`src/hdl/bmhq_pkg.sv`:
```
// ----------------------------------------------------------------------------
// bmhq_pkg: shared types and constants of the max-heap queue
// Opcodes, internal command codes, status codes and the command queue entry.
// ----------------------------------------------------------------------------
package bmhq_pkg;

	localparam int DATA_W   = 32;
	localparam int COUNT_W  = 11;
	localparam int STATUS_W = 2;
	localparam int QDEPTH   = 2;

	localparam logic signed [DATA_W-1:0] INT_MIN = {1'b1, {(DATA_W-1){1'b0}}};

	localparam logic OP_INSERT = 1'b0;
	localparam logic OP_REMOVE = 1'b1;

	typedef enum logic [1:0] {
		CMD_INSERT,
		CMD_REMOVE,
		CMD_DROP_FULL,
		CMD_REMOVE_EMPTY
	} cmd_t;

	typedef enum logic [STATUS_W-1:0] {
		STAT_OK    = 2'd0,
		STAT_FULL  = 2'd1,
		STAT_EMPTY = 2'd2
	} status_t;

	typedef struct packed {
		cmd_t                     cmd;
		logic signed [DATA_W-1:0] value;
	} item_t;

	typedef enum logic [2:0] {
		S_IDLE,
		S_UP_RD,
		S_UP_CMP,
		S_DN_LAST,
		S_DN_LOAD,
		S_DN_RD,
		S_DN_CMP,
		S_FINISH
	} eng_state_t;

endpackage

```
`src/hdl/bmhq_fifo.sv`:
```
// ----------------------------------------------------------------------------
// bmhq_fifo: command queue between front and back end
// Small register queue; decouples input stalls from heap work.
// ----------------------------------------------------------------------------
module bmhq_fifo
	import bmhq_pkg::*;
(
	input  logic  clk,
	input  logic  arst_n,
	input  logic  push,
	input  item_t push_item,
	output logic  full,
	input  logic  pop,
	output logic  q_valid,
	output item_t head
);

	localparam int PW = (QDEPTH > 1) ? $clog2(QDEPTH) : 1;
	localparam int NW = $clog2(QDEPTH + 1);

	item_t         slot_q [QDEPTH];
	logic [PW-1:0] wr_q;
	logic [PW-1:0] rd_q;
	logic [NW-1:0] num_q;

	assign full    = (num_q == NW'(QDEPTH));
	assign q_valid = (num_q != '0);
	assign head    = slot_q[rd_q];

	always_ff @(posedge clk) begin
		if (push) begin
			slot_q[wr_q] <= push_item;
		end
	end

	always_ff @(posedge clk or negedge arst_n) begin
		if (!arst_n) begin
			wr_q  <= '0;
			rd_q  <= '0;
			num_q <= '0;
		end else begin
			if (push) begin
				wr_q <= (wr_q == PW'(QDEPTH - 1)) ? '0 : wr_q + PW'(1);
			end
			if (pop) begin
				rd_q <= (rd_q == PW'(QDEPTH - 1)) ? '0 : rd_q + PW'(1);
			end
			case ({push, pop})
				2'b10:   num_q <= num_q + NW'(1);
				2'b01:   num_q <= num_q - NW'(1);
				default: num_q <= num_q;
			endcase
		end
	end

endmodule

```
`config.mk`:
```
export PLATFORM = sky130hd
export DESIGN_NAME = bmhq_fifo
export DESIGN_NICKNAME = d
export VERILOG_FILES = /design/src/hdl/bmhq_pkg.sv /design/src/hdl/bmhq_fifo.sv
export SDC_FILE = /design/constraint.sdc
export NUM_CORES = 1
export LEC_CHECK = 0
export ABC_AREA = 1
export BUFFER_PORTS_ARGS = -buffer_cell sky130_fd_sc_hd__buf_2
export CORE_MARGIN = 2
export CORE_UTILIZATION = 47
export DETAILED_ROUTE_END_ITERATION = 8
export PLACE_DENSITY = 0.75
export REMOVE_ABC_BUFFERS = 1
export SYNTH_ARGS = -nofsm -noshare
export SYNTH_HDL_FRONTEND = slang
export SYNTH_SLANG_ARGS = --single-unit
```
`constraint.sdc`:
```
create_clock -name clk -period 2.18 [get_ports clk]
set_input_delay 0.218 -clock clk [delete_from_list [all_inputs] [get_ports clk]]
set_output_delay 0.218 -clock clk [all_outputs]
set_load 0.01 [all_outputs]
```
==> results.json, run 1 <==
{
  "peakVddDrop_v": 0.000637,
  "cpPeakStageDelay_ns": 0.71,
  "hold_depth": 1,
  "clk_latency_ns": 0.33,
  "fin_crit_sh": 0.857,
  "crit_family": "flip-flops",
  "vias_per_cell": 4.50,
  "max_slew_margin": 0.648,
  "power.density_nw_per_um2": 1230,
  "path_buf_inv": 2,
  "r2r_setup_slack_ns": 0.80,
  "area_delta_synth_final_pct": 23.2,
  "startpoint": "rd_q$_DFFE_PN0P_",
  "yosys.area.top_type": "edfxtp_1",
  "ys_top_cells_by_area": "edfxtp_1 (74%), inv_1 (5.4%), nand2_1 (5.4%)",
  "r2r-end": "slot_q[0][2]$_DFFE_PP_",
  "htreeDepth": 3,
  "antenna_found_initial": 0,
  "die-area_um2": 6520,
  "vias": 1619,
  "postLayoutSetupSlackWorst_ns": 0.311,
  "postSynthCellCount": 202,
  "synth-compound-area-share": 0.0696,
  "coreArea_um2": 5610,
  "cts.sinks": 72,
  "ys_seq_area_frac": 0.774,
  "crit_arrival_ns": 1.65,
  "grt_pass1_vias": 1433,
  "finalSetupViolations": 0,
  "drt_wl_total_mm": 4.21,
  "reg2reg_depth": 2,
  "report.final.slew_viol_count": 0,
  "post-route-min-period_ns": 1.87,
  "synth_seq_cells": 72,
  "synthXorXnorAreaFrac": 0.00949,
  "clock_skew_ns": 0.00662,
  "numCtsBuffers": 9,
  "path_clk_slew_ns": 0.07,
  "grt_pass1_wl_mm": 6.35,
  "drv_cap": 0,
  "port_buffers": 73,
  "path_cells": "buf_12 > nand2_1 > o21ai_0 > buf_2",
  "rsz0062_at_grt": "no",
  "synth_mux_area_frac": 0,
  "start_util": 0.494,
  "yosys.area_share.simple": 0.0610,
  "crit_end": "head[18]",
  "status": "finished, final reports clean",
  "cts_tree": "done",
  "io_pins": 74,
  "die_h_um": 80.7,
  "grt_usage": 0.139,
  "diodes": 0,
  "hold_path.class": "in -> reg",
  "gp_congestion": 0.722,
  "rows": 27,
  "postRouteAntennaNets": 0,
  "cp.required_ns": 1.96,
  "fillerInstances": 470,
  "p_leak_nw": 1.49,
  "crit_type": "reg -> out",
  "setup.worst_path.end_class": "output port",
  "drc": 0,
  "firstDrtPassIters": 4,
  "tightest_slew_ns": 0.527,
  "layoutNonFillerInstCount": 360,
  "startpoint_type": "register",
  "drive_gt1_frac": 0.344,
  "yosys_warnings": 0,
  "place_ws_ns": 0.644,
  "place_inst": 343,
  "grt_overflow_total": 0,
  "hold_viol": 0,
  "die_x_um": 80.7,
  "netlist_area_um2": 2770,
  "cp.depth": 4,
  "synth_top_family_by_area": "buffers and inverters",
  "crit_path_top_delay_cell": "dfrtp_2",
  "worstPathMaxFanout": 38,
  "synth_top_area_share": 0.738,
  "timing.rr.start": "wr_q$_DFFE_PN0P_",
  "hpwlAfterDp_mm": 2.90,
  "wl_per_cell_um": 11.7,
  "grt_start_max_net_pins": 39,
  "synthAdderAreaFrac": 0.00452,
  "cts-root-buf": "clkbuf_8",
  "synth.distinct_cells": 17,
  "clockBufferDepth": 2,
  "synth_area_per_cell_um2": 13.7,
  "fin_nets": 322,
  "ctsResizeCount": 0,
  "fmax_mhz": 535,
  "dr.first_iter.drc_count": 95
}
final cells by class:
class,count,area (um2),area share
Clock buffer,10,128,0.0374
Clock inverter,6,60.1,0.0176
Inverter,40,150,0.0440
Multi-Input combinational cell,82,408,0.120
Sequential cell,72,2140,0.629
Tap cell,72,90.1,0.0264
Timing Repair Buffer,78,430,0.126
worst min-delay path by stage:
stage                     slack [ns]                      end     startpoint
after global routing            0.04   slot_q[0][5]$_DFFE_PP_   push_item[5]
after floorplan                -0.08     num_q[0]$_DFFE_PN0P_         arst_n
after global placement          0.03     num_q[0]$_DFFE_PN0P_         arst_n
final                           0.07  slot_q[1][32]$_DFFE_PP_  push_item[32]
after CTS                       0.05  slot_q[1][15]$_DFFE_PP_  push_item[15]
after detailed placement        0.03     num_q[0]$_DFFE_PN0P_         arst_n
per-stage QoR:
step / utilization / hold slack [ns] / cell area, um2 / setup TNS (ns) / power [mW]
floorplan: - / -0.0776 / 2690 / -3.17 / 2.69
global placement: 0.573 / 0.0267 / 3210 / 0 / 3.25
detailed placement: 0.573 / 0.0337 / 3210 / 0 / 3.28
CTS: 0.608 / 0.0503 / 3410 / 0 / 4.26
global route: 0.608 / 0.0389 / 3410 / 0 / 4.48
finish: 0.608 / 0.0711 / 3410 / 0 / 4.20
power breakdown:
part | switching [mW] | internal (mW)
logic | 0.726 | 0.490
registers | 0.163 | 1.84
clock network | 0.453 | 0.522
timing repair:
item / 4_1_cts / 5_1_grt
endpoints found under the hold margin: 4 / 0
setup buffers: 0 / 0
hold buffers: 1 / 0
cells in the final DEF (no fill, tap or decap):
master / synthesis / routed
buf_4: 1 / 2
clkinv_1: 0 / 1
nand2_1: 40 / 40
o21ai_1: 5 / 5
edfxtp_1: 68 / 68
dfrtp_2: 0 / 1
o21ai_0: 23 / 23
nand3_1: 1 / 1
clkinvlp_4: 0 / 1
inv_1: 40 / 40
clkbuf_1: 0 / 1
ha_1: 1 / 1
nor2_4: 0 / 1
bufinv_16: 0 / 1
nor2_1: 2 / 1
buf_2: 3 / 73
dlygate4sd3_1: 0 / 1
clkbuf_8: 0 / 9
nand4_1: 1 / 1
buf_12: 0 / 2
dfrtp_1: 4 / 3
xnor2_1: 1 / 1
clkinv_4: 0 / 1
xor2_1: 2 / 2
o21ai_2: 6 / 6
clkinv_2: 0 / 2
sequential cells by signal (all words and copies together), names as in the netlist:
name,flops
rd_q,1
num_q,2
wr_q,1
slot_q,68
metal layers:
metal,vias to the layer above,share of wire,track usage
met5,-,0,0
met4,0,0.012,0.0559
met3,6,0.070,0.0700
met2,51,0.50,0.231
met1,723,0.42,0.152
li1,839,-,-
logic make-up after synthesis:
group | count (synthesis)
AO/OA/AOI/OAI | 34
XOR/XNOR | 3
adder cells (fa/ha/maj) | 1
buffers and inverters | 48
flip-flops | 72
AND/OR/NAND/NOR | 44
Yosys cell counts:
| library cell | instances |
|---|---|
| nand3_1 | 1 |
| o21ai_1 | 5 |
| buf_2 | 3 |
| inv_1 | 40 |
| buf_8 | 2 |
| o21ai_2 | 6 |
| o21ai_0 | 23 |
| dfrtp_1 | 4 |
| xor2_1 | 2 |
| xnor2_1 | 1 |
| nand4_1 | 1 |
| nand2_1 | 40 |
| ha_1 | 1 |
| edfxtp_1 | 68 |
| buf_4 | 1 |
| buf_6 | 2 |
| nor2_1 | 2 |
No activity file was read; power rests on OpenSTA's default activity.
==> run 2: changes to the inputs <==
--- a/config.mk
+++ b/config.mk
@@ -7,11 +7,14 @@
 export LEC_CHECK = 0
 export ABC_AREA = 1
 export BUFFER_PORTS_ARGS = -buffer_cell sky130_fd_sc_hd__buf_2
+export CELL_PAD_IN_SITES_DETAIL_PLACEMENT = 0
+export CELL_PAD_IN_SITES_GLOBAL_PLACEMENT = 1
 export CORE_MARGIN = 2
-export CORE_UTILIZATION = 47
+export CORE_UTILIZATION = 37
 export DETAILED_ROUTE_END_ITERATION = 8
-export PLACE_DENSITY = 0.75
+export PLACE_DENSITY_LB_ADDON = 0.1
 export REMOVE_ABC_BUFFERS = 1
+export SETUP_SLACK_MARGIN = 0.5
 export SYNTH_ARGS = -nofsm -noshare
 export SYNTH_HDL_FRONTEND = slang
 export SYNTH_SLANG_ARGS = --single-unit
==> run 2 against run 1 <==
Combinational power rose by 12%. Hold slack got worse by 0.012 ns. Register-to-register slack lost 0.19 ns. Sequential cell count did not move. Critical endpoint is now head[2].
==> results.json, run 2 (synthesis gave the netlist of run 1 again) <==
{
  "p_leak_nw": 1.51,
  "drc": 0,
  "coreArea_um2": 7250,
  "largest_register_ffs": 68,
  "max_slew_margin": 0.624,
  "post-route-min-period_ns": 1.63,
  "clk_latency_ns": 0.34,
  "top_register": "slot_q",
  "hpwlAfterDp_mm": 3.16,
  "power.density_nw_per_um2": 1260,
  "tns_ns": 0,
  "cts_tree": "done",
  "grt_start_max_net_pins": 25,
  "hold_path.class": "in -> reg",
  "path_clk_slew_ns": 0.07,
  "rows": 31,
  "fmax_mhz": 612,
  "grt_pass1_vias": 1503,
  "grt_pass1_wl_mm": 7.47,
  "numCtsBuffers": 9,
  "fin_crit_sh": 0.749,
  "fin_nets": 324,
  "crit_type": "reg -> out",
  "drive_gt1_frac": 0.355,
  "crit_arrival_ns": 1.41,
  "r2r_setup_slack_ns": 0.61,
  "area_delta_synth_final_pct": 26.4,
  "postRouteAntennaNets": 0,
  "drv_cap": 0,
  "cts-root-buf": "clkbuf_8",
  "layout_common_cells": "buf_2 (73), edfxtp_1 (68), nand2_1 (40)",
  "final_common_cell": "buf_2",
  "finalSetupViolations": 0,
  "vias_per_cell": 4.18,
  "grt_usage": 0.124,
  "hold_viol": 0,
  "io_pins": 74,
  "dr.first_iter.drc_count": 39,
  "port_buffers": 73,
  "startpoint_type": "register",
  "rsz0062_at_grt": "yes",
  "postLayoutSetupSlackWorst_ns": 0.547,
  "die_h_um": 90.5,
  "tightest_slew_ns": 0.561,
  "die_x_um": 90.5,
  "largestRegisters": "slot_q (68), num_q (2)",
  "report.final.slew_viol_count": 0,
  "total_power_mw": 4.42,
  "antenna_found_initial": 1,
  "start_util": 0.382,
  "hold_ws_ns": 0.0591,
  "grt_overflow_total": 0,
  "vias": 1631,
  "worstPathMaxFanout": 13,
  "htreeDepth": 3,
  "cp.required_ns": 1.96,
  "die-area_um2": 8190,
  "cts.sinks": 72,
  "status": "finished, final reports clean",
  "setup.worst_path.end_class": "output port",
  "drt_wl_total_mm": 4.75,
  "place_inst": 370,
  "clockBufferDepth": 2,
  "firstDrtPassIters": 4,
  "wl_per_cell_um": 12.2,
  "peakVddDrop_v": 0.000662,
  "clock_skew_ns": 0.00640,
  "place_ws_ns": 0.577,
  "layoutNonFillerInstCount": 390,
  "gp_congestion": 0.668
}
[run 2: where the power goes]
part           internal (mW)  switching, mW
sequential              1.85         0.0875
combinational          0.528          0.843
clock                  0.634          0.479
total                   3.01           1.41
[run 2: routing by layer]
layer	vias to the layer above	part of all wire	GRT usage
li1	842	-	-
met1	730	0.44	0.145
met2	48	0.46	0.191
met3	11	0.070	0.0518
met4	0	0.024	0.0731
met5	-	0	0
[run 2: path summary, 6_finish.rpt]
check,start,end,cells after the start
worst max-delay path,rd_q$_DFFE_PN0P_,head[2],3
worst min-delay path,push_item[25],slot_q[1][25]$_DFFE_PP_,1
worst max register to register,wr_q$_DFFE_PN0P_,slot_q[1][19]$_DFFE_PP_,3
worst min register to register,num_q[1]$_DFFE_PN0P_,num_q[1]$_DFFE_PN0P_,2
max in group asynchronous,arst_n,rd_q$_DFFE_PN0P_,2
min in group asynchronous,arst_n,num_q[0]$_DFFE_PN0P_,2
[run 2: through the flow]
stage / area, um2 / utilization
floorplan: 2690 / -
finish: 3500 / 0.482
global route: 3490 / 0.482
CTS: 3480 / 0.480
global placement: 3250 / 0.447
detailed placement: 3250 / 0.447
[run 2: final cells by class]
class,count,area [um2]
Fill cell,679,3760
Sequential cell,72,2150
Timing Repair Buffer,80,449
Multi-Input combinational cell,82,415
Inverter,40,150
Clock buffer,9,124
Tap cell,99,124
Clock inverter,7,86.3
Antenna cell,1,2.50
[run 2: what timing repair did]
action	CTS	global route
endpoints found under the setup margin	21	10
hold endpoints to repair	4	0
buffers inserted	2	0
gates resized for setup	5	8
hold buffers	1	0
[run 2: critical path, cell delays in order (launching register included)]
cell and delay (ns):
dfrtp_4 0.50, buf_4 0.19, o21ai_0 0.21, buf_2 0.17
