$ cat config.mk
export PLATFORM = sky130hd
export DESIGN_NAME = bmhq_front
export DESIGN_NICKNAME = d
export VERILOG_FILES = /design/src/hdl/bmhq_pkg.sv /design/src/hdl/bmhq_front.sv
export SDC_FILE = /design/constraint.sdc
export NUM_CORES = 1
export LEC_CHECK = 0
export ABC_AREA = 0
export BUFFER_PORTS_ARGS = -buffer_cell sky130_fd_sc_hd__buf_2
export CAP_MARGIN = 20
export CELL_PAD_IN_SITES_DETAIL_PLACEMENT = 0
export CELL_PAD_IN_SITES_GLOBAL_PLACEMENT = 2
export CORE_ASPECT_RATIO = 1.25
export CORE_MARGIN = 4
export CORE_UTILIZATION = 24
export CTS_BUF_LIST = sky130_fd_sc_hd__clkbuf_16
export CTS_CLUSTER_SIZE = 8
export DETAILED_ROUTE_END_ITERATION = 16
export PLACE_DENSITY = 0.84
export SLEW_MARGIN = 20
export SYNTH_ARGS = -nofsm -noshare
export SYNTH_HDL_FRONTEND = slang
export SYNTH_SLANG_ARGS = --single-unit
$ cat constraint.sdc
create_clock -name clk -period 7.3 [get_ports clk]
set_clock_uncertainty 0.05 [all_clocks]
set_input_delay 0.365 -clock clk [delete_from_list [all_inputs] [get_ports clk]]
set_output_delay 0.365 -clock clk [all_outputs]
set_load 0.02 [all_outputs]
$ cat src/hdl/bmhq_pkg.sv
// ----------------------------------------------------------------------------
// bmhq_pkg: shared types and constants of the max-heap queue
// Opcodes, internal command codes, status codes and the command queue entry.
// ----------------------------------------------------------------------------
package bmhq_pkg;

	localparam int DATA_W   = 32;
	localparam int COUNT_W  = 11;
	localparam int STATUS_W = 2;
	localparam int QDEPTH   = 2;

	localparam logic signed [DATA_W-1:0] INT_MIN = {1'b1, {(DATA_W-1){1'b0}}};

	localparam logic OP_INSERT = 1'b0;
	localparam logic OP_REMOVE = 1'b1;

	typedef enum logic [1:0] {
		CMD_INSERT,
		CMD_REMOVE,
		CMD_DROP_FULL,
		CMD_REMOVE_EMPTY
	} cmd_t;

	typedef enum logic [STATUS_W-1:0] {
		STAT_OK    = 2'd0,
		STAT_FULL  = 2'd1,
		STAT_EMPTY = 2'd2
	} status_t;

	typedef struct packed {
		cmd_t                     cmd;
		logic signed [DATA_W-1:0] value;
	} item_t;

	typedef enum logic [2:0] {
		S_IDLE,
		S_UP_RD,
		S_UP_CMP,
		S_DN_LAST,
		S_DN_LOAD,
		S_DN_RD,
		S_DN_CMP,
		S_FINISH
	} eng_state_t;

endpackage

$ cat src/hdl/bmhq_front.sv
// ----------------------------------------------------------------------------
// bmhq_front: input side of the heap queue
// Accept beats, classify them against a running element count, push commands.
// ----------------------------------------------------------------------------
module bmhq_front
	import bmhq_pkg::*;
#(
	parameter int CAPACITY = 1024
) (
	input  logic                     clk,
	input  logic                     arst_n,
	input  logic                     in_valid,
	input  logic                     op,
	input  logic signed [DATA_W-1:0] value,
	input  logic                     q_full,
	output logic                     push,
	output item_t                    push_item
);

	localparam int CW = $clog2(CAPACITY + 1);

	logic [CW-1:0] fcount_q;

	assign push = in_valid && !q_full;

	always_comb begin
		push_item.value = value;
		if (op == OP_REMOVE) begin
			push_item.cmd = (fcount_q == '0) ? CMD_REMOVE_EMPTY : CMD_REMOVE;
		end else begin
			push_item.cmd = (fcount_q >= CW'(CAPACITY)) ? CMD_DROP_FULL : CMD_INSERT;
		end
	end

	// track the count the back end will have once this command is done
	always_ff @(posedge clk or negedge arst_n) begin
		if (!arst_n) begin
			fcount_q <= '0;
		end else if (push) begin
			case (push_item.cmd)
				CMD_INSERT: fcount_q <= fcount_q + CW'(1);
				CMD_REMOVE: fcount_q <= fcount_q - CW'(1);
				default:    fcount_q <= fcount_q;
			endcase
		end
	end

endmodule

==> results.md, run 1 <==
* PnR Total Power at ~450 uW
* Synth Area in Simple Gates at between 10% and 20%
* CTS tree: done
* Post-cts gate resize count at 0
* VDD IR max at 0.0875 mV
* Die height at about 85 um
* Total congestion overflow at 0
* Fin Setup TNS at 0 ns
* CP startpoint kind: flip-flop
* Worst setup path class: reg -> reg
* Final Hold Vio Count at 0
* Reg area at 275 um2
* Iter 0 DRT Violations at between 60 and 70
* Status: complete, no violations
* Mux share of post-synthesis cell area at less than 1%
* Area grow syn2layout at -6.57%
* CTS root buf: clkbuf_16
* Worst hold path class: reg -> reg
* Post-synthesis sequential area ratio at between 20 and 25%
* Final min period at between 3 and 4 ns
* Syn avg cell area at 8.64 um2
* FF+latch count, synth at 11
* H-Tree Depth at 1
* Worst slew pin tran at 0.351 ns
* Tcrit/Tclk final at approximately two fifths
* RSZ-0062 raised after global routing: false
* Rows at 27
* Hold buffers post-CTS at 1
* Largest registers: fcount_q: 11 flops
* CP required at between 7 and 8 ns
* Initial antenna violation count at 0
* Core ar. at 4460 um2
* Final setup viols at 0
* Number of port buffers at 7
* Max-Cap Viols at 0
* DRT Wirelength at a little over 2000 um
* Vias in the first global route at between 800 and 900
* Post-synthesis compound-gate area fraction at between 10% and 20%
* Largest register FFs at 11
* Worst hold slack at around 0.44 ns
* CP Max Fanout at 9
* Largest net degree at the start of global routing at 22
* First-pass GRT wire length at approximately 3600 um
* Share of layout cells above drive strength 1 at 12.3%
* DPL Wire Length at 1660 um
* Syn nets at 177
* Clock Pin Slew Worst Setup and Hold Paths at ~0.04 ns
* Worst EP arrival at 3.12 ns
* Drc violations at 0
* Via density per instance at roughly 4.5
* I/O Pins at 72
* Final std cells w/o fill at 164
* Synthesis Warnings at 0
* Cells after Synth at 130
* Post-synthesis cell area at 1120 um2
* Clock Tree Buf Depth at 2
* Largest Register: fcount_q
* Clk_lat worst skew at approximately 0.24 ns
* Routability cong. at 0.783
* Area of the multi-input gates at ~560 um2
* Postcts setup bufs at 0
* Largest family of logic cells by synthesized area: buffers and inverters
* Vias at between 700 and 800
* Routed wire per std cell at approximately 12 um
* Synth cell types at 30
* Drt pass-1 iters at 4
* FMAX at about 330 MHz
* Die width at slightly below 70 um
* CTS Buf Count at 3
* Fill cell count at about 480
* Routed Antenna Nets at 0
* Synth Area in XOR/XNOR at about 7.8%
* Slew margin rel. at approximately three quarters
* Leakage at 0.485 nW
* Post-Synth Adder-Cell Area at a little under an eighth
* Diode count at 0
* Die Area at 5850 um2
* Initial Utilization at between 20% and 30%
* GR Util All Layers at between 7 and 8%
* Pre-CTS WS at between 4 and 5 ns
* Worst setup margin at 4.28 ns
* Clk sinks at 11
* Critical Path End Type: flip-flop
* DP Cell Count at 159
* Fin nets at about 150
* Power per Cell Area at roughly 430 nW/um2
* Max-slew violation count at 0
[per-stage QoR]
step | utilization (%) | instance area, um2
after floorplan | - | 1120
after CTS | 23.5 | 1050
after global routing | 23.5 | 1050
final | 23.5 | 1050
after detailed placement | 21.5 | 961
after global placement | 21.5 | 961
[synthesized netlist by cell type]
| library cell | count | area share [%] |
|---|---|---|
| nand2_1 | 13 | 4.3 |
| xor2_1 | 5 | 3.9 |
| o21ai_1 | 2 | 0.89 |
| nor4_1 | 2 | 1.1 |
| o211a_1 | 1 | 0.89 |
| dfrtp_1 | 11 | 24 |
| clkbuf_1 | 1 | 0.33 |
| buf_6 | 1 | 1.0 |
| buf_4 | 34 | 23 |
| nand2b_4 | 1 | 1.2 |
| nand2b_1 | 2 | 1.1 |
| and2b_1 | 1 | 0.67 |
| inv_1 | 4 | 1.3 |
| nor2_1 | 3 | 1.0 |
| fa_1 | 1 | 1.8 |
| nand3_1 | 3 | 1.3 |
| nor2b_1 | 2 | 1.1 |
| o21ai_0 | 11 | 4.9 |
| ha_1 | 9 | 10 |
| a311oi_2 | 1 | 1.3 |
| nor3_1 | 1 | 0.45 |
| a21o_1 | 3 | 2.0 |
| a21oi_1 | 6 | 2.7 |
| or2_0 | 1 | 0.56 |
| o21bai_1 | 2 | 1.3 |
| a211oi_2 | 1 | 1.1 |
| a211oi_1 | 1 | 0.67 |
| a41o_1 | 1 | 0.89 |
| xnor2_1 | 5 | 3.9 |
| mux2i_1 | 1 | 0.89 |
[cell families (layout without fill, tap and decap cells)]
logic type / count (synthesis) / after routing
flops: 11 / 11
simple gates: 29 / 29
xor+xnor: 10 / 10
fa+ha+maj: 10 / 10
mux: 1 / 1
buf+inv: 40 / 16
compound gates: 29 / 29
[critical path: stages, from the launching register on]
cell and delay, ns:
dfrtp_1 0.39, nor4_1 0.38, nand3_1 0.12, nand2_1 0.15
inv_1 0.18, ha_1 0.39, nor2b_1 0.14, o21ai_0 0.12
o211a_1 0.27, o21ai_0 0.31, mux2i_1 0.26, xor2_1 0.17
[metal layers]
layer | track usage (%) | share of wire (%) | vias up | wire (um)
met2 | 12.8 | 47 | 32 | 966
met3 | 2.16 | 9.1 | 12 | 186
li1 | - | - | 362 | -
met4 | 5.86 | 3.4 | 0 | 69
met5 | 0 | 0 | - | 0
met1 | 7.21 | 40 | 336 | 820
[power by group]
group	switching, mW	total, mW	internal [mW]
clock	0.0254	0.0971	0.0717
combinational	0.125	0.235	0.109
sequential	0.0322	0.123	0.0910
total	0.183	0.455	0.272
[layout make-up]
| class | instances | area share [%] |
|---|---|---|
| Multi-Input combinational cell | 79 | 53.6 |
| Sequential cell | 11 | 26.2 |
| Clock buffer | 3 | 7.15 |
| Tap cell | 58 | 6.91 |
| Timing Repair Buffer | 8 | 4.29 |
| Inverter | 4 | 1.43 |
| Clock inverter | 1 | 0.358 |
[placed cells by master, fill, tap and decap left out, drive strengths merged, types with 3 or more instances in the layout]
cell	netlist	routed
xnor2	5	5
a21oi	6	6
nand2b	3	3
ha	9	9
buf	35	7
a21o	3	3
nand2	13	13
clkbuf	1	3
nand3	3	3
nor2	3	3
o21ai	13	13
xor2	5	5
inv	4	5
dfrtp	11	11
[final timing paths]
path | endpoint | slack (ns) | cells past startpoint | start
min in group asynchronous | fcount_q[2] | 0.48 | 2 | arst_n
worst min-delay path | fcount_q[10] | 0.44 | 1 | fcount_q[10]
max in group asynchronous | fcount_q[6] | 6.51 | 2 | arst_n
worst min register to register | fcount_q[10] | 0.44 | 1 | fcount_q[10]
worst max register to register | fcount_q[10] | 4.28 | 11 | fcount_q[6]
worst max-delay path | fcount_q[10] | 4.28 | 11 | fcount_q[6]
(Power assumes the default switching activity.)
==> run 2, diff against run 1 <==
--- a/config.mk
+++ b/config.mk
@@ -5,18 +5,18 @@
 export SDC_FILE = /design/constraint.sdc
 export NUM_CORES = 1
 export LEC_CHECK = 0
-export ABC_AREA = 0
+export ABC_AREA = 1
 export BUFFER_PORTS_ARGS = -buffer_cell sky130_fd_sc_hd__buf_2
 export CAP_MARGIN = 20
 export CELL_PAD_IN_SITES_DETAIL_PLACEMENT = 0
 export CELL_PAD_IN_SITES_GLOBAL_PLACEMENT = 2
 export CORE_ASPECT_RATIO = 1.25
 export CORE_MARGIN = 4
-export CORE_UTILIZATION = 24
+export CORE_UTILIZATION = 22
 export CTS_BUF_LIST = sky130_fd_sc_hd__clkbuf_16
 export CTS_CLUSTER_SIZE = 8
 export DETAILED_ROUTE_END_ITERATION = 16
-export PLACE_DENSITY = 0.84
+export PLACE_DENSITY = 0.78
 export SLEW_MARGIN = 20
 export SYNTH_ARGS = -nofsm -noshare
 export SYNTH_HDL_FRONTEND = slang
==> constraint.sdc (replaced) <==
create_clock -name clk -period 2.95 [get_ports clk]
set_clock_uncertainty 0.05 [all_clocks]
set_input_delay 0.1475 -clock clk [delete_from_list [all_inputs] [get_ports clk]]
set_output_delay 0.1475 -clock clk [all_outputs]
set_load 0.02 [all_outputs]
==> run 2 against run 1 <==
Against the previous run:
- flip-flop and latch count is the same
- worst hold slack worse by 0.20 ns
- register-to-register slack worse by 3.9 ns
==> results.md, run 2 <==
* Status: complete, no violations (unchanged)
* H-Tree Depth at 1 (unchanged)
* Ys async rst share at 100% (unchanged)
* Core ar. at 5480 um2 (was 4460 um2)
* Die width at 75.7 um (was 69.2 um)
* Share of the synthesized area in the top cell type at 21.9% (was 24.5%)
* Worst setup path class: reg -> reg (unchanged)
* Critical Path End Type: flip-flop (unchanged)
* Max-Cap Viols at 0 (unchanged)
* Largest registers: fcount_q: 11 flops (unchanged)
* Diode count at 0 (unchanged)
* Post-synthesis cell area at 1260 um2 (was 1120 um2)
* CTS root buf: clkbuf_16 (unchanged)
* Reg area at 275 um2 (unchanged)
* GR Util All Layers at 8.18% (was 7.38%)
* Hold path cells at 0 (was 1)
* Vias at 943 (was 742)
* Most common cell in the netlist: nand2_1 (was buf_4)
* Cell accounting for the most synthesized area: dfrtp_1 (unchanged)
* Most frequent cells in the layout: 45 x nand2_1, 19 x inv_1, 14 x nand3_1 (was 13 x nand2_1, 11 x o21ai_0, 11 x dfrtp_1)
* FF+latch count, synth at 11 (unchanged)
* Drt pass-1 iters at 5 (was 4)
* Rows at 30 (was 27)
* CP Max Fanout at 10 (was 9)
* Hold buffers post-CTS at 1 (unchanged)
* Post-cts gate resize count at 0 (unchanged)
* Worst EP arrival at 2.62 ns (was 3.12 ns)
* Clk sinks at 11 (unchanged)
* Post-synthesis sequential area ratio at 21.9% (was 24.5%)
* Syn nets at 222 (was 177)
* CP startpoint kind: flip-flop (unchanged)
* Synth cell types at 24 (was 30)
* Number of port buffers at 7 (unchanged)
* Area grow syn2layout at -4.37% (was -6.57%)
* CTS Buf Count at 3 (unchanged)
* Top post-synthesis cells by count: 45 x nand2_1, 33 x buf_4, 19 x inv_1 (was 34 x buf_4, 13 x nand2_1, 11 x dfrtp_1, 11 x o21ai_0, 9 x ha_1)
* Initial Utilization at 23.0% (was 25.2%)
* Largest Register: fcount_q (unchanged)
* Worst hold path class: in -> out (was reg -> reg)
* Worst slew pin tran at 0.434 ns (was 0.351 ns)
* Clock Pin Slew Worst Setup and Hold Paths at 0.04 ns (about the same)
* Power per Cell Area at 1060 nW/um2 (was 433 nW/um2)
* R2r worst-path depth at 13 (was 11)
* Largest register FFs at 11 (unchanged)
* Clock Tree Buf Depth at 2 (unchanged)
* Final setup viols at 0 (unchanged)
* Synthesis Warnings at 0 (unchanged)
* FMAX at 394 MHz (was 332 MHz)
* Area of the multi-input gates at 638 um2 (was 563 um2)
* VDD IR max at 0.210 mV (was 0.0875 mV)
* Worst setup margin at 0.409 ns (was 4.28 ns)
* Largest net degree at the start of global routing at 16 (was 22)
* Iter 0 DRT Violations at 63 (was 62)
* Number of flops mapped to enable cells by yosys at 0 (unchanged)
* DRT Wirelength at 2610 um (was 2040 um)
* Clk_lat worst skew at 0.24 ns (about the same)
* Tcrit/Tclk final at 86.1% (was 41.3%)
* Routability cong. at 0.783 (about the same)
* Die height at 92.6 um (was 84.5 um)
* Vias in the first global route at 983 (was 819)
* Fin Setup TNS at 0 ns (unchanged)
* Drc violations at 0 (unchanged)
* CP required at 3.03 ns (was 7.41 ns)
* Via density per instance at 4.33 (was 4.52)
* CTS tree: done (unchanged)
* Final min period at 2.54 ns (was 3.02 ns)
* Initial antenna violation count at 0 (unchanged)
* Max-slew violation count at 0 (unchanged)
* Most common cell after layout, fill and taps aside: nand2_1 (unchanged)
* Routed Antenna Nets at 0 (unchanged)
* Top post-synthesis cells by area: dfrtp_1 22%, buf_4 20%, nand2_1 13% (was dfrtp_1 24%, buf_4 23%, ha_1 10%)
* Routed wire per std cell at 12.0 um (was 12.5 um)
* Fin nets at 202 (was 154)
* Final Hold Vio Count at 0 (unchanged)
* RSZ-0062 raised after global routing: false (unchanged)
* Slew margin rel. at 70.8% (was 76.4%)
* Total congestion overflow at 0 (unchanged)
* Leakage at 0.645 nW (was 0.485 nW)
* Share of layout cells above drive strength 1 at 14.9% (was 12.3%)
* Fill cell count at 601 (was 476)
* Syn avg cell area at 7.19 um2 (was 8.64 um2)
* Pre-CTS WS at 0.418 ns (was 4.32 ns)
* DPL Wire Length at 2080 um (was 1660 um)
* Die Area at 7000 um2 (was 5850 um2)
* I/O Pins at 72 (unchanged)
* Cells after Synth at 175 (was 130)
* Postcts setup bufs at 0 (unchanged)
* First-pass GRT wire length at 4350 um (was 3590 um)
* Ys flop type: dfrtp_1 (unchanged)
-- run 2: cell types whose count changed in the layout (fill, tap and decap cells not counted), sizes merged, moves of 2 or more --
cell / before / now
inv: 5 / 20
nand4: 0 / 2
nor4: 2 / 0
nand3: 3 / 15
nor2b: 2 / 0
xnor2: 5 / 2
a211oi: 2 / 0
nor2: 3 / 10
nand2b: 3 / 0
nand2: 13 / 47
o21ai: 13 / 7
-- run 2: logic make-up after synthesis --
kind of cell | after synthesis | synth area share [%]
DFF | 11 | 21.9
buffers and inverters | 54 | 27.4
AOI/OAI and AO/OA | 18 | 9.34
adders and majority gates | 10 | 10.5
xor gates and xnor gates | 7 | 4.87
and+or+nand+nor | 75 | 25.9
-- run 2: layout make-up --
type                    count  share of cell area (%)
clock inverters             1                   0.416
repair buffers              9                    4.37
inverters                  20                    6.44
well taps                  64                    6.65
multi-input cells         110                    53.0
flip-flops and latches     11                    22.9
clock buffers               3                    6.24
-- run 2: final timing paths --
path / startpoint / to / slack, ns
setup / recovery: fcount_q[8] / fcount_q[10] / 0.41
max in group asynchronous: arst_n / fcount_q[9] / 2.36
min in group asynchronous: arst_n / fcount_q[1] / 0.27
setup reg to reg: fcount_q[8] / fcount_q[10] / 0.41
hold reg to reg: fcount_q[9] / fcount_q[9] / 0.47
hold / removal: value[28] / push_item[28] / 0.25
-- run 2: metal layers --
| metal | track usage [%] | up-vias | share of wire, % |
|---|---|---|---|
| li1 | - | 481 | - |
| met1 | 8.43 | 429 | 40 |
| met2 | 14.2 | 23 | 50 |
| met3 | 0.977 | 10 | 5.2 |
| met4 | 6.56 | 0 | 4.1 |
| met5 | 0 | - | 0 |
-- run 2: power by group --
group / switching, mW / internal [mW] / total [mW] / leakage, nW
logic: 0.431 / 0.277 / 0.708 / 0.468
registers: 0.0819 / 0.224 / 0.306 / 0.136
clock network: 0.0778 / 0.180 / 0.258 / 0.0409
total: 0.591 / 0.682 / 1.27 / 0.645
-- run 2: worst max-delay path, stage by stage, from the launching register on --
cell	delay [ns]
dfrtp_1	0.41
nor3_1	0.41
a21oi_1	0.13
buf_4	0.19
ha_1	0.37
nand2_1	0.11
nor2_1	0.18
nand2_1	0.07
nand3_1	0.14
nand2_1	0.07
nand3_1	0.08
nand3_1	0.08
nand2_1	0.07
nand2_1	0.04
-- run 2: through the flow --
stage / power, mW / util (%) / cells / cell area [um2] / hold slack (ns)
2_1_floorplan: 0.923 / - / 175 / 1260 / -0.198
3_3_place_gp: 1.03 / 20.3 / 213 / 1110 / -0.00182
3_5_place_dp: 1.02 / 20.3 / 213 / 1110 / -0.00101
4_1_cts: 1.28 / 22.0 / 218 / 1200 / 0.245
5_1_grt: 1.40 / 22.0 / 218 / 1200 / 0.245
6_report: 1.27 / 22.0 / 218 / 1200 / 0.245
==> run 3, diff against run 2 <==
--- a/config.mk
+++ b/config.mk
@@ -16,7 +16,8 @@
 export CTS_BUF_LIST = sky130_fd_sc_hd__clkbuf_16
 export CTS_CLUSTER_SIZE = 8
 export DETAILED_ROUTE_END_ITERATION = 16
-export PLACE_DENSITY = 0.78
+export PLACE_DENSITY = 0.8
+export RECOVER_POWER = 50
 export SLEW_MARGIN = 20
 export SYNTH_ARGS = -nofsm -noshare
 export SYNTH_HDL_FRONTEND = slang
==> run 3 against run 2 <==
Against the previous run:
- critical path depth unchanged
- flip-flop and latch count unchanged
- worst setup slack improved by 0.069 ns
- sequential power increased by 2%
- final cell count stayed put
- power increased by 0.49%
- largest power group unchanged
- highest routed layer unchanged
==> results.md, run 3 (synthesized netlist as in run 2, its figures left out) <==
* Clk_lat worst skew at 0.25 ns (was 0.24 ns)
* Clock Tree Buf Depth at 2 (unchanged)
* Rows at 30 (unchanged)
* Tcrit/Tclk final at 83.8% (was 86.1%)
* FMAX at 405 MHz (was 394 MHz)
* Power per Cell Area at 1060 nW/um2 (about the same)
* Largest net degree at the start of global routing at 16 (unchanged)
* R2r worst-path depth at 13 (unchanged)
* RSZ-0062 raised after global routing: false (unchanged)
* Worst hold slack at 0.245 ns (about the same)
* Area of the multi-input gates at 638 um2 (unchanged)
* Worst hold start: value[10] (was value[28])
* Vias at 933 (was 943)
* Fill cell count at 622 (was 601)
* Final setup viols at 0 (unchanged)
* Initial Utilization at 23.0% (unchanged)
* Worst slew pin tran at 0.382 ns (was 0.434 ns)
* FF-to-FF setup slack at 0.48 ns (was 0.41 ns)
* Worst hold path class: in -> out (unchanged)
* Die width at 75.7 um (unchanged)
* GR Util All Layers at 8.41% (was 8.18%)
* Fin Setup TNS at 0 ns (unchanged)
* Reg area at 275 um2 (unchanged)
* H-Tree Depth at 1 (unchanged)
* Share of layout cells above drive strength 1 at 14.9% (unchanged)
* Most common cell after layout, fill and taps aside: nand2_1 (unchanged)
* Routed Antenna Nets at 0 (unchanged)
* Initial antenna violation count at 0 (unchanged)
* CTS root buf: clkbuf_16 (unchanged)
* Number of port buffers at 7 (unchanged)
* DRT Wirelength at 2660 um (was 2610 um)
* Worst EP arrival at 2.56 ns (was 2.62 ns)
* Postcts setup bufs at 0 (unchanged)
* CTS tree: done (unchanged)
* Iter 0 DRT Violations at 65 (was 63)
* CTS Buf Count at 3 (unchanged)
* Clk sinks at 11 (unchanged)
* Core ar. at 5480 um2 (unchanged)
* First-pass GRT wire length at 4440 um (was 4350 um)
* Total congestion overflow at 0 (unchanged)
* R2R Path End: fcount_q[10] (unchanged)
* VDD IR max at 0.262 mV (was 0.210 mV)
* Routed wire per std cell at 12.2 um (was 12.0 um)
* Most frequent cells in the layout: 45 x nand2_1, 19 x inv_1, 14 x nand3_1 (unchanged)
* Cell area after layout at 1200 um2 (unchanged)
* Via density per instance at 4.28 (was 4.33)
* Status: complete, no violations (unchanged)
* Worst setup path class: reg -> reg (unchanged)
* Final Hold Vio Count at 0 (unchanged)
* I/O Pins at 72 (unchanged)
* Hold path cells at 0 (unchanged)
* Drc violations at 0 (unchanged)
* Die Area at 7000 um2 (unchanged)
* Area after DPL at 1110 um2 (unchanged)
* Diode count at 0 (unchanged)
* Slew margin rel. at 74.3% (was 70.8%)
* CP Max Fanout at 10 (unchanged)
* Routability cong. at 0.826 (was 0.783)
* DPL Wire Length at 2120 um (was 2080 um)
* Largest Register: fcount_q (unchanged)
* Largest register FFs at 11 (unchanged)
* CP required at 3.04 ns (was 3.03 ns)
* Area grow syn2layout at -4.37% (unchanged)
* Max-Cap Viols at 0 (unchanged)
* Max-slew violation count at 0 (unchanged)
* Fin util at 22.0% (unchanged)
* Vias in the first global route at 937 (was 983)
* Largest registers: fcount_q: 11 flops (unchanged)
* Reg2reg start: fcount_q[8] (unchanged)
* Final min period at 2.47 ns (was 2.54 ns)
* Fin nets at 202 (unchanged)
* Min-Delay Endpoint: push_item[10] (was push_item[28])
* Leakage at 0.645 nW (unchanged)
* Clock Pin Slew Worst Setup and Hold Paths at 0.05 ns (was 0.04 ns)
* Critical Path End Type: flip-flop (unchanged)
* Drt pass-1 iters at 4 (was 5)
* CP startpoint kind: flip-flop (unchanged)
* Die height at 92.6 um (unchanged)
[run 3: worst max-delay path by stage]
stage | from | endpoint | slack, ns | cells after the start
final | fcount_q[8] | fcount_q[10] | 0.48 | 13
after global routing | fcount_q[8] | fcount_q[10] | 0.18 | 13
after CTS | fcount_q[8] | fcount_q[10] | 0.48 | 13
after detailed placement | fcount_q[8] | fcount_q[10] | 0.49 | 13
after global placement | fcount_q[8] | fcount_q[8] | 0.48 | 13
after floorplan | fcount_q[8] | fcount_q[10] | 0.75 | 12
[run 3: through the flow]
step	setup WS, ns	instances	power [mW]
5_1_grt	0.178	218	1.40
4_1_cts	0.480	218	1.29
3_5_place_dp	0.493	213	1.02
2_1_floorplan	0.751	175	0.923
6_report	0.479	218	1.28
3_3_place_gp	0.478	213	1.04
[run 3: cell type report]
class	count	area share, %
multi-input combinational	110	53.0
sequential	11	22.9
tap	64	6.65
inverter	20	6.44
clock buffer	3	6.24
timing repair buffer	9	4.37
clock inverter	1	0.416
[run 3: power by group]
part / switching [mW] / total [mW] / internal [mW]
Sequential: 0.0871 / 0.311 / 0.224
Combinational: 0.432 / 0.707 / 0.275
Clock: 0.0794 / 0.260 / 0.181
[run 3: per-layer routing]
metal / vias to the layer above / wire length [um] / global-route usage, % / share of wire, %
met1: 419 / 1160 / 10.0 / 44
met2: 18 / 1270 / 13.3 / 48
met3: 12 / 138 / 1.30 / 5.2
met4: 0 / 97 / 5.98 / 3.6
li1: 484 / - / - / -
met5: - / 0 / 0 / 0
[run 3: what timing repair did]
item / in CTS / in global routing
hold endpoints to repair: 11 / 0
hold buffers: 1 / 0
resized for setup: 0 / 0
[run 3: worst max-delay path, stage by stage (launching register included)]
cell and delay [ns]:
dfrtp_1 0.41, nor3_1 0.37, a21oi_1 0.12, buf_4 0.19, ha_1 0.40, nand2_1 0.07
nor2_1 0.16, nand2_1 0.07, nand3_1 0.15, nand2_1 0.07, nand3_1 0.09, nand3_1 0.08
nand2_1 0.07, nand2_1 0.04
